<file path="src/hw/rtl/assert_macros.svh">
// Assertion helpers shared by the RTL.
`ifndef ASSERT_MACROS_SVH
`define ASSERT_MACROS_SVH

// Checked on every rising edge outside reset.
`define WPR_ASSERT(label, clk, rst_n, prop) \
    label: assert property (@(posedge clk) disable iff (!rst_n) (prop)) \
        else $error("assertion failed");

// Condition that must never be seen outside reset.
`define WPR_NEVER(label, clk, rst_n, cond) \
    label: assert property (@(posedge clk) disable iff (!rst_n) !(cond)) \
        else $error("forbidden condition seen");

`endif

</file>
<file path="src/hw/rtl/wpr_pkg.sv">
package wpr_pkg;

    localparam int AGE_W      = 8;
    localparam int WEIGHT_W   = 8;
    localparam int SUM_W      = 11;
    localparam int FRAC_W     = 16;
    localparam int TARGET_W   = SUM_W + FRAC_W;
    localparam int CTX_REQ_W  = 4;
    localparam int OUTCOME_W  = 3;
    localparam int COUNT_W    = 4;
    localparam int WINDOW_W   = 8;
    localparam int CFG_IDX_W  = 2;
    localparam int CFG_DATA_W = 32;

    localparam int OUTCOMES_DEF = 8;
    localparam int CONTEXTS_DEF = 16;
    localparam int MAX_AGE_DEF  = 255;

    localparam logic [COUNT_W-1:0] COUNT_RESET = COUNT_W'(8);

    localparam logic [CFG_IDX_W-1:0] REG_RECENCY_WINDOW = CFG_IDX_W'(0);
    localparam logic [CFG_IDX_W-1:0] REG_OUTCOME_COUNT  = CFG_IDX_W'(1);
    localparam logic [CFG_IDX_W-1:0] REG_WEIGHTS_LOW    = CFG_IDX_W'(2);
    localparam logic [CFG_IDX_W-1:0] REG_WEIGHTS_HIGH   = CFG_IDX_W'(3);

endpackage

</file>
<file path="src/hw/rtl/wpr_req_if.sv">
interface wpr_req_if;
    logic                           valid;
    logic                           ready;
    logic [wpr_pkg::CTX_REQ_W-1:0]  context_req;
    logic [wpr_pkg::FRAC_W-1:0]     random_fraction;

    modport source (output valid, output context_req, output random_fraction, input ready);
    modport sink   (input valid, input context_req, input random_fraction, output ready);
endinterface

</file>
<file path="src/hw/rtl/wpr_rsp_if.sv">
interface wpr_rsp_if;
    logic                           valid;
    logic                           ready;
    logic [wpr_pkg::OUTCOME_W-1:0]  pick_index;
    logic                           none_eligible;

    modport source (output valid, output pick_index, output none_eligible, input ready);
    modport sink   (input valid, input pick_index, input none_eligible, output ready);
endinterface

</file>
<file path="src/hw/rtl/wpr_cfg_if.sv">
interface wpr_cfg_if;
    logic                           valid;
    logic                           ready;
    logic [wpr_pkg::CFG_IDX_W-1:0]  reg_index;
    logic [wpr_pkg::CFG_DATA_W-1:0] wdata;

    modport source (output valid, output reg_index, output wdata, input ready);
    modport sink   (input valid, input reg_index, input wdata, output ready);
endinterface

</file>
<file path="src/hw/rtl/weighted_pick_with_recency_filter.sv">
// Weighted pick with recency filter.
// req (sink): context_req selects a history context, random_fraction is a
//   uniform fraction in units of 1/65536. One transaction is one draw.
// rsp (source): pick_index and none_eligible, one transaction per draw.
// cfg (sink): register writes (0 recency window, 1 outcome count, 2/3 packed
//   weights), always ready; only write while no draw is in flight.
// Steps: a draw reads the context's ages from the age memory (one read port,
//   one age per cycle), multiplies the fraction by the eligible weight total,
//   scans the cumulative weights up to the outcome count (skipped when none is
//   eligible), writes all OUTCOMES ages back and hands off the result. The age
//   memory port dominates the draw time; req.ready is high only between draws,
//   so a new draw is taken only after the last one has handed off its result.
// The result sits in an output register; the next draw starts while it waits,
//   and only its own hand-off waits for rsp.ready.
// Reset: all ages read as MAX_AGE through per-context valid bits (no clearing
//   pass), recency window 0, outcome count 8, weights 0.
`include "assert_macros.svh"

module weighted_pick_with_recency_filter #(
    parameter int OUTCOMES = wpr_pkg::OUTCOMES_DEF,
    parameter int CONTEXTS = wpr_pkg::CONTEXTS_DEF,
    parameter int MAX_AGE  = wpr_pkg::MAX_AGE_DEF
) (
    input  logic    clk,
    input  logic    rst_n,
    wpr_req_if.sink   req,
    wpr_rsp_if.source rsp,
    wpr_cfg_if.sink   cfg
);

    localparam int JW        = $clog2(OUTCOMES);
    localparam int CW        = $clog2(OUTCOMES + 1);
    localparam int CTX_W     = (CONTEXTS > 1) ? $clog2(CONTEXTS) : 1;
    localparam int AW        = CTX_W + JW;
    localparam int MEM_DEPTH = CONTEXTS * (2 ** JW);
    localparam int CTX_REQ_N = 2 ** wpr_pkg::CTX_REQ_W;
    localparam int AGE_W     = wpr_pkg::AGE_W;
    localparam int SUM_W     = wpr_pkg::SUM_W;
    localparam int WEIGHT_W  = wpr_pkg::WEIGHT_W;
    localparam int COUNT_W   = wpr_pkg::COUNT_W;

    localparam logic [AGE_W-1:0] AGE_MAX = AGE_W'(MAX_AGE);

    localparam logic [2:0] ST_IDLE = 3'd0;
    localparam logic [2:0] ST_LOAD = 3'd1;
    localparam logic [2:0] ST_MUL  = 3'd2;
    localparam logic [2:0] ST_SCAN = 3'd3;
    localparam logic [2:0] ST_UPD  = 3'd4;
    localparam logic [2:0] ST_DONE = 3'd5;

    logic [2:0]                     state_reg, state_next;
    logic [CW-1:0]                  cnt_reg, cnt_next;
    logic [CTX_W-1:0]               ctx_reg, ctx_next;
    logic [wpr_pkg::FRAC_W-1:0]     frac_reg, frac_next;
    logic [SUM_W-1:0]               total_reg, total_next;
    logic [SUM_W-1:0]               running_reg, running_next;
    logic [wpr_pkg::TARGET_W-1:0]   target_reg, target_next;
    logic                           any_reg, any_next;
    logic [OUTCOMES-1:0]            elig_reg, elig_next;
    logic [JW-1:0]                  chosen_reg, chosen_next;
    logic [CONTEXTS-1:0]            row_valid_reg, row_valid_next;
    logic                           out_valid_reg, out_valid_next;
    logic [wpr_pkg::OUTCOME_W-1:0]  out_chosen_reg, out_chosen_next;
    logic                           out_none_reg, out_none_next;
    logic [wpr_pkg::WINDOW_W-1:0]   window_reg, window_next;
    logic [COUNT_W-1:0]             count_reg, count_next;
    logic [wpr_pkg::CFG_DATA_W-1:0] weights_low_reg, weights_low_next;
    logic [wpr_pkg::CFG_DATA_W-1:0] weights_high_reg, weights_high_next;

    logic [AGE_W-1:0]   age_reg [OUTCOMES];
    logic               age_we;
    logic [JW-1:0]      age_widx;
    logic [AGE_W-1:0]   age_wdata;

    logic [AGE_W-1:0]   age_mem [MEM_DEPTH];
    logic [AGE_W-1:0]   rd_data_reg;
    logic [AW-1:0]      mem_addr;
    logic               mem_we;
    logic [AGE_W-1:0]   mem_wdata;

    logic [CTX_W-1:0]   ctx_lut [CTX_REQ_N];
    logic [COUNT_W-1:0] n_cur;
    logic [JW-1:0]      ld_idx;
    logic [JW-1:0]      cnt_idx;
    logic [JW-1:0]      w_idx;
    logic [WEIGHT_W-1:0] w_cur;
    logic [AGE_W-1:0]   ld_age;
    logic [SUM_W-1:0]   run_sum;
    logic [AGE_W-1:0]   upd_age;
    logic [2*wpr_pkg::CFG_DATA_W-1:0] weights_all;

    // context_req modulo CONTEXTS, resolved at elaboration
    for (genvar gi = 0; gi < CTX_REQ_N; gi++)
    begin : g_ctx_lut
        assign ctx_lut[gi] = CTX_W'(gi % CONTEXTS);
    end

    always_comb
    begin
        if (count_reg == '0)
        begin
            n_cur = COUNT_W'(1);
        end
        else if (count_reg > COUNT_W'(OUTCOMES))
        begin
            n_cur = COUNT_W'(OUTCOMES);
        end
        else
        begin
            n_cur = count_reg;
        end
    end

    assign cnt_idx     = cnt_reg[JW-1:0];
    assign ld_idx      = JW'(cnt_reg - CW'(1));
    assign w_idx       = (state_reg == ST_LOAD) ? ld_idx : cnt_idx;
    assign weights_all = {weights_high_reg, weights_low_reg};
    assign w_cur       = weights_all[WEIGHT_W * int'(w_idx) +: WEIGHT_W];
    assign ld_age      = row_valid_reg[ctx_reg] ? rd_data_reg : AGE_MAX;
    assign run_sum     = running_reg + (elig_reg[cnt_idx] ? SUM_W'(w_cur) : SUM_W'(0));
    assign upd_age     = (cnt_idx == chosen_reg) ? AGE_W'(0) : age_reg[cnt_idx];
    assign mem_addr    = {ctx_reg, cnt_idx};

    assign req.ready          = (state_reg == ST_IDLE);
    assign cfg.ready          = 1'b1;
    assign rsp.valid          = out_valid_reg;
    assign rsp.pick_index     = out_chosen_reg;
    assign rsp.none_eligible  = out_none_reg;

    always_comb
    begin
        state_next        = state_reg;
        cnt_next          = cnt_reg;
        ctx_next          = ctx_reg;
        frac_next         = frac_reg;
        total_next        = total_reg;
        running_next      = running_reg;
        target_next       = target_reg;
        any_next          = any_reg;
        elig_next         = elig_reg;
        chosen_next       = chosen_reg;
        row_valid_next    = row_valid_reg;
        out_valid_next    = out_valid_reg;
        out_chosen_next   = out_chosen_reg;
        out_none_next     = out_none_reg;
        window_next       = window_reg;
        count_next        = count_reg;
        weights_low_next  = weights_low_reg;
        weights_high_next = weights_high_reg;
        age_we            = 1'b0;
        age_widx          = ld_idx;
        age_wdata         = ld_age;
        mem_we            = 1'b0;
        mem_wdata         = upd_age;

        if (out_valid_reg && rsp.ready)
        begin
            out_valid_next = 1'b0;
        end

        if (cfg.valid)
        begin
            unique case (cfg.reg_index)
                wpr_pkg::REG_RECENCY_WINDOW: window_next = cfg.wdata[wpr_pkg::WINDOW_W-1:0];
                wpr_pkg::REG_OUTCOME_COUNT:  count_next = cfg.wdata[COUNT_W-1:0];
                wpr_pkg::REG_WEIGHTS_LOW:    weights_low_next = cfg.wdata;
                wpr_pkg::REG_WEIGHTS_HIGH:   weights_high_next = cfg.wdata;
                default:                     window_next = window_reg;
            endcase
        end

        unique case (state_reg)
            ST_IDLE:
            begin
                if (req.valid)
                begin
                    ctx_next   = ctx_lut[req.context_req];
                    frac_next  = req.random_fraction;
                    cnt_next   = '0;
                    total_next = '0;
                    any_next   = 1'b0;
                    elig_next  = '0;
                    state_next = ST_LOAD;
                end
            end
            ST_LOAD:
            begin
                // read data is registered, so it arrives in the cycle after its address
                cnt_next = cnt_reg + CW'(1);
                if (cnt_reg != '0)
                begin
                    age_we = 1'b1;
                    if ((COUNT_W'(cnt_reg) <= n_cur) && (ld_age > window_reg))
                    begin
                        elig_next[ld_idx] = 1'b1;
                        total_next        = total_reg + SUM_W'(w_cur);
                        any_next          = 1'b1;
                    end
                end
                if (cnt_reg == CW'(OUTCOMES))
                begin
                    state_next = ST_MUL;
                end
            end
            ST_MUL:
            begin
                target_next  = wpr_pkg::TARGET_W'(frac_reg) * wpr_pkg::TARGET_W'(total_reg);
                cnt_next     = '0;
                running_next = '0;
                chosen_next  = JW'(n_cur - COUNT_W'(1));
                state_next   = any_reg ? ST_SCAN : ST_UPD;
            end
            ST_SCAN:
            begin
                running_next = run_sum;
                if (elig_reg[cnt_idx] &&
                    ({run_sum, wpr_pkg::FRAC_W'(0)} >= target_reg))
                begin
                    chosen_next = cnt_idx;
                    cnt_next    = '0;
                    state_next  = ST_UPD;
                end
                else if ((COUNT_W'(cnt_reg) + COUNT_W'(1)) >= n_cur)
                begin
                    cnt_next   = '0;
                    state_next = ST_UPD;
                end
                else
                begin
                    cnt_next = cnt_reg + CW'(1);
                end
            end
            ST_UPD:
            begin
                // outcomes beyond the count keep their age, but are still
                // written so a fresh row is fully defined
                mem_we = 1'b1;
                if ((COUNT_W'(cnt_reg) < n_cur) && (upd_age < AGE_MAX))
                begin
                    mem_wdata = upd_age + AGE_W'(1);
                end
                cnt_next = cnt_reg + CW'(1);
                if (cnt_reg == CW'(OUTCOMES - 1))
                begin
                    row_valid_next[ctx_reg] = 1'b1;
                    state_next              = ST_DONE;
                end
            end
            ST_DONE:
            begin
                if (!out_valid_reg || rsp.ready)
                begin
                    out_valid_next  = 1'b1;
                    out_chosen_next = wpr_pkg::OUTCOME_W'(chosen_reg);
                    out_none_next   = !any_reg;
                    state_next      = ST_IDLE;
                end
            end
            default:
            begin
                state_next = ST_IDLE;
            end
        endcase
    end

    always_ff @(posedge clk or negedge rst_n)
    begin
        if (!rst_n)
        begin
            state_reg        <= ST_IDLE;
            cnt_reg          <= '0;
            ctx_reg          <= '0;
            frac_reg         <= '0;
            total_reg        <= '0;
            running_reg      <= '0;
            target_reg       <= '0;
            any_reg          <= 1'b0;
            elig_reg         <= '0;
            chosen_reg       <= '0;
            row_valid_reg    <= '0;
            out_valid_reg    <= 1'b0;
            out_chosen_reg   <= '0;
            out_none_reg     <= 1'b0;
            window_reg       <= '0;
            count_reg        <= wpr_pkg::COUNT_RESET;
            weights_low_reg  <= '0;
            weights_high_reg <= '0;
        end
        else
        begin
            state_reg        <= state_next;
            cnt_reg          <= cnt_next;
            ctx_reg          <= ctx_next;
            frac_reg         <= frac_next;
            total_reg        <= total_next;
            running_reg      <= running_next;
            target_reg       <= target_next;
            any_reg          <= any_next;
            elig_reg         <= elig_next;
            chosen_reg       <= chosen_next;
            row_valid_reg    <= row_valid_next;
            out_valid_reg    <= out_valid_next;
            out_chosen_reg   <= out_chosen_next;
            out_none_reg     <= out_none_next;
            window_reg       <= window_next;
            count_reg        <= count_next;
            weights_low_reg  <= weights_low_next;
            weights_high_reg <= weights_high_next;
        end
    end

    // local copy of the context's ages
    always_ff @(posedge clk)
    begin
        if (age_we)
        begin
            age_reg[age_widx] <= age_wdata;
        end
    end

    always_ff @(posedge clk)
    begin
        if (mem_we)
        begin
            age_mem[mem_addr] <= mem_wdata;
        end
        rd_data_reg <= age_mem[mem_addr];
    end

    `WPR_ASSERT(a_accept_starts_load, clk, rst_n, (req.valid && req.ready) |=> (state_reg == ST_LOAD))
    `WPR_ASSERT(a_chosen_in_use, clk, rst_n, (state_reg == ST_UPD) |-> (COUNT_W'(chosen_reg) < n_cur))
    `WPR_ASSERT(a_none_picks_last, clk, rst_n, ((state_reg == ST_DONE) && !any_reg) |-> (COUNT_W'(chosen_reg) == (n_cur - COUNT_W'(1))))
    `WPR_NEVER(a_target_bounded, clk, rst_n, (state_reg == ST_SCAN) && (target_reg > {total_reg, wpr_pkg::FRAC_W'(0)}))

endmodule
</file>
<file path="src/flat_wrapper.sv">
// flat-port wrapper written by rule: the top's interface ports become plain ports
module weighted_pick_with_recency_filter_flat 
#(
    parameter int OUTCOMES = wpr_pkg::OUTCOMES_DEF,
    parameter int CONTEXTS = wpr_pkg::CONTEXTS_DEF,
    parameter int MAX_AGE  = wpr_pkg::MAX_AGE_DEF
)
  (clk, rst_n, req_valid, req_context_req, req_random_fraction, req_ready, rsp_valid, rsp_pick_index, rsp_none_eligible, rsp_ready, cfg_valid, cfg_reg_index, cfg_wdata, cfg_ready);
  wpr_req_if req_i ();
  wpr_rsp_if rsp_i ();
  wpr_cfg_if cfg_i ();
  input  logic clk;
  input  logic rst_n;
  input wire logic [$bits(req_i.valid)-1:0] req_valid;
  input wire logic [$bits(req_i.context_req)-1:0] req_context_req;
  input wire logic [$bits(req_i.random_fraction)-1:0] req_random_fraction;
  output wire logic [$bits(req_i.ready)-1:0] req_ready;
  output wire logic [$bits(rsp_i.valid)-1:0] rsp_valid;
  output wire logic [$bits(rsp_i.pick_index)-1:0] rsp_pick_index;
  output wire logic [$bits(rsp_i.none_eligible)-1:0] rsp_none_eligible;
  input wire logic [$bits(rsp_i.ready)-1:0] rsp_ready;
  input wire logic [$bits(cfg_i.valid)-1:0] cfg_valid;
  input wire logic [$bits(cfg_i.reg_index)-1:0] cfg_reg_index;
  input wire logic [$bits(cfg_i.wdata)-1:0] cfg_wdata;
  output wire logic [$bits(cfg_i.ready)-1:0] cfg_ready;
  assign req_i.valid = req_valid;
  assign req_i.context_req = req_context_req;
  assign req_i.random_fraction = req_random_fraction;
  assign req_ready = req_i.ready;
  assign rsp_valid = rsp_i.valid;
  assign rsp_pick_index = rsp_i.pick_index;
  assign rsp_none_eligible = rsp_i.none_eligible;
  assign rsp_i.ready = rsp_ready;
  assign cfg_i.valid = cfg_valid;
  assign cfg_i.reg_index = cfg_reg_index;
  assign cfg_i.wdata = cfg_wdata;
  assign cfg_ready = cfg_i.ready;
  weighted_pick_with_recency_filter #(.OUTCOMES(OUTCOMES), .CONTEXTS(CONTEXTS), .MAX_AGE(MAX_AGE)) u_core (.clk(clk), .rst_n(rst_n), .req(req_i), .rsp(rsp_i), .cfg(cfg_i));
endmodule
</file>
<file path="config.mk">
export PLATFORM = sky130hd
export DESIGN_NAME = weighted_pick_with_recency_filter_flat
export DESIGN_NICKNAME = d
export VERILOG_FILES = /design/src/hw/rtl/wpr_pkg.sv /design/src/hw/rtl/wpr_req_if.sv /design/src/hw/rtl/wpr_rsp_if.sv /design/src/hw/rtl/wpr_cfg_if.sv /design/src/hw/rtl/weighted_pick_with_recency_filter.sv /design/src/flat_wrapper.sv
export VERILOG_INCLUDE_DIRS = /design/src /design/src/hw/rtl
export SDC_FILE = /design/constraint.sdc
export NUM_CORES = 2
export LEC_CHECK = 0
export ABC_AREA = 1
export BUFFER_PORTS_ARGS = -buffer_cell sky130_fd_sc_hd__buf_4
export CAP_MARGIN = 20
export CORE_MARGIN = 5
export CORE_UTILIZATION = 57
export DETAILED_ROUTE_END_ITERATION = 8
export PLACE_DENSITY = 0.76
export SKIP_LAST_GASP = 1
export SLEW_MARGIN = 40
export SYNTH_ARGS = -nofsm -noshare
export SYNTH_HDL_FRONTEND = slang
export SYNTH_SLANG_ARGS = --single-unit
</file>
<file path="constraint.sdc">
create_clock -name clk -period 6.06 [get_ports clk]
set_input_delay 0.909 -clock clk [delete_from_list [all_inputs] [get_ports clk]]
set_output_delay 0.909 -clock clk [all_outputs]
set_load 0.1 [all_outputs]
</file>
==> results by group <==
Run status
  – Status: finished, final reports clean

Finish
  – Commonest non-fill, non-tap cell in the layout: nand2_1
  – Fraction of layout cells with a size suffix above 1: 0.0849
  – ANT cells: 0
  – Final Core Density: 0.634
  – Nets: 5680
  – Fillers: 7654
  – Largest register FFs: 1024
  – Layout area overhead: 10.7%
  – Commonest non-fill, non-tap cells in the layout: nand2_1, edfxtp_1, inv_1

Drt
  – DR WL/cell: 22.7 um
  – Via Count: 40.4k
  – Final wirelength: 156 mm
  – First-pass detailed-route iteration total: 7
  – DRT iter0 DRCs: 5267
  – Vias per cell: 5.90
  – Routed Antenna Nets: 0
  – DR DRC count: 0

Synthesis
  – Post-synthesis cell area: 58200 sq um
  – Sequential area share after synthesis: 0.644
  – Yosys cell types: 62
  – Mapped Cells: 5341
  – Ys async rst share: 0.144
  – Ys Warns: 0
  – Post-synth EDFFs: 1088
  – Predominant post-synthesis flop cell: edfxtp_1
  – Syn nets: 5639
  – Syn avg cell area: 10.9 sq um
  – Seq cells post-synth: 1281

Floorplanning
  – Die height: 330 um
  – Initial Util: 0.573
  – Core Footprint: 102000 sq um
  – # IOs: 66
  – Horiz. Die Dim: 330 um
  – Row count: 117
  – Die area: 109000 sq um

Setup path
  – Critical path destination: u_core.target_reg[20]
  – Delay-heaviest family, CP: adder cells
  – Flop2flop setup slack: 0.62 ns
  – Largest stage delay, worst path: 0.87 ns
  – R2r startpoint: u_core.total_reg[2]
  – Reg2reg end: u_core.target_reg[20]
  – WP depth: 19
  – Element type at the critical path end: flip-flop
  – Slowest cell on the critical path: dfrtp_1
  – Buf/Inv on CP: 3
  – Crit-path cells: nand2_1 > fa_1 > inv_1 > fa_1 > inv_1 > fa_1 > fa_1 > fa_1 > inv_1 > ha_1 > a21oi_1 > nor2_1 > nor2_1 > nand2_1 > nand2_1 > nand3_1 > or2_2 > nand3_1 > o21ai_0
  – Most used cell, CP: fa_1
  – Max FO, Critical Path: 18
  – Startpoint types: flip-flop
  – Worst EP required: 6.67 ns
  – Setup crit start: u_core.total_reg[2]
  – Worst EP arrival: 6.05 ns
  – Worst R2R Path Depth: 19
  – Critical path class: flip-flop to flip-flop

Timing
  – Slew headroom: 0.387
  – Unrepaired setup endpoints after global routing: false
  – Clk_skew: 0.0545 ns
  – Slew of the pin with the lowest slew margin: 0.920 ns
  – Final hold vios: 0
  – Max Freq: 184 MHz
  – Post-route setup TNS: 0 ns
  – Period minus WS final: 5.44 ns
  – Endpoints failing setup: 0
  – Final cycle utilization of the critical path: 0.897
  – Slew Viols, Final: 0

Placement
  – PortBufs: 64
  – Hpwl dp: 95.7 mm
  – Gpl congestion: 0.923

Flow run
  – Max Cap Viol: 0

Pwr
  – Power Density: 478 nW/um^2
  – Leakage power: 25.4 nW
  – Peak supply drop: 0.525 mV

Clock tree
  – Worst-path clk slew: 0.06 ns
  – CTS tree: built
  – Worst skew pair latency: 0.76 ns
  – CTS Hold Bufs: 0
  – Post-cts gate resize count: 0
  – Clock sinks: 1281
  – Clock Tree Root: clkbuf_16
  – Clk buf depth: 3
  – Post-CTS setup buffers: 0
  – CTS buffer count: 130
  – H-Tree Level Count: 4

Worst hold path
  – Worst min path class: input pin to async pin

Global route
  – Largest net degree at the start of global routing: 129
  – Vias in the first global route: 39.1k
  – Total gr overflow: 0
  – Initial antenna violation count: 2
  – First-pass GRT wire length: 235 mm
  – GRT Overall Usage: 0.286
synth_stat cells (all sizes together), types with 2 or more instances:
cell / n / area share
and2: 4 / 0.00043
dfxtp: 8 / 0.0028
a21boi: 3 / 0.00039
dfrtp: 184 / 0.079
clkbuf: 82 / 0.0053
nand4: 151 / 0.016
o22ai: 12 / 0.0013
and3: 4 / 0.00043
nor3: 10 / 0.00086
xnor2: 15 / 0.0023
clkinv: 10 / 0.00064
o211ai: 8 / 0.0010
nand2: 1812 / 0.12
fa: 127 / 0.044
nor2: 308 / 0.021
a21o: 2 / 0.00026
xor2: 23 / 0.0035
a31oi: 3 / 0.00032
o2111ai: 5 / 0.00075
ha: 112 / 0.024
a22oi: 94 / 0.012
o2bb2ai: 6 / 0.00090
a221oi: 5 / 0.00086
nand3: 155 / 0.014
a211oi: 2 / 0.00026
o21a: 2 / 0.00026
o21bai: 9 / 0.0012
buf: 141 / 0.015
a21oi: 131 / 0.011
nand3b: 7 / 0.00090
inv: 516 / 0.033
a22o: 5 / 0.00075
o21ai: 269 / 0.023
or2: 17 / 0.0018
edfxtp: 1088 / 0.56
nor4: 5 / 0.00054
where the power goes:
part	total (W)	internal [W]	leakage [nW]	switching [W]
clock network	0.00791	0.00448	2.04	0.00343
logic	0.0105	0.00262	11.0	0.00787
registers	0.0124	0.0118	12.4	0.000557
worst min path at each step:
stage	to	depth (start not counted)	startpoint
after floorplan	u_core.row_valid_reg[0]	2	u_core.row_valid_reg[0]
after global placement	u_core.row_valid_reg[2]	2	u_core.row_valid_reg[2]
after detailed placement	u_core.row_valid_reg[4]	2	u_core.row_valid_reg[4]
after CTS	u_core.weights_high_reg[2]	1	rst_n
after global routing	u_core.weights_high_reg[14]	1	rst_n
final	u_core.weights_high_reg[28]	1	rst_n
logic make-up after synthesis:
group,synth area share
adder cells (fa/ha/maj),0.0678
AND/OR/NAND/NOR,0.173
AO/OA/AOI/OAI,0.0555
other,0.0000644
buffers and inverters,0.0540
flip-flops,0.644
XOR/XNOR,0.00572
metrics by stage:
stage               total power [W]  hold slack [ns]  instance area (sq um)  instances  setup slack [ns]
floorplan                    0.0190            0.427                  58200       5341            0.0953
CTS                          0.0306            0.216                  64300       6855             0.632
detailed placement           0.0227            0.448                  60100       6618             0.662
global route                 0.0322            0.263                  64400       6855            0.0200
global placement             0.0224            0.439                  60000       6616             0.759
finish                       0.0308            0.220                  64400       6855             0.623
area by class of cell:
cell class              instances  area [sq um]  area share
flip-flops and latches       1281         37500       0.581
clock inverters                63           646      0.0100
multi-input cells            3311         17900       0.278
repair buffers                132          1150      0.0179
inverters                     526          1990      0.0309
well taps                    1368          1710      0.0266
clock buffers                 174          3560      0.0553
layer usage:
metal / up-vias / routed length [um] / GRT usage
li1: 17980 / - / -
met1: 19497 / 58600 / 0.394
met2: 2490 / 70800 / 0.444
met3: 450 / 18300 / 0.0630
met4: 4 / 7820 / 0.127
met5: - / 27 / 0
worst register-to-register path, stage by stage (launching register included):
cell	delay [ns]
dfrtp_1	0.87
nand2_1	0.22
fa_1	0.59
inv_1	0.05
fa_1	0.50
inv_1	0.06
fa_1	0.55
fa_1	0.43
fa_1	0.49
inv_1	0.04
ha_1	0.32
a21oi_1	0.26
nor2_1	0.07
nor2_1	0.21
nand2_1	0.09
nand2_1	0.06
nand3_1	0.08
or2_2	0.28
nand3_1	0.06
o21ai_0	0.08
(Power assumes the default switching activity.)
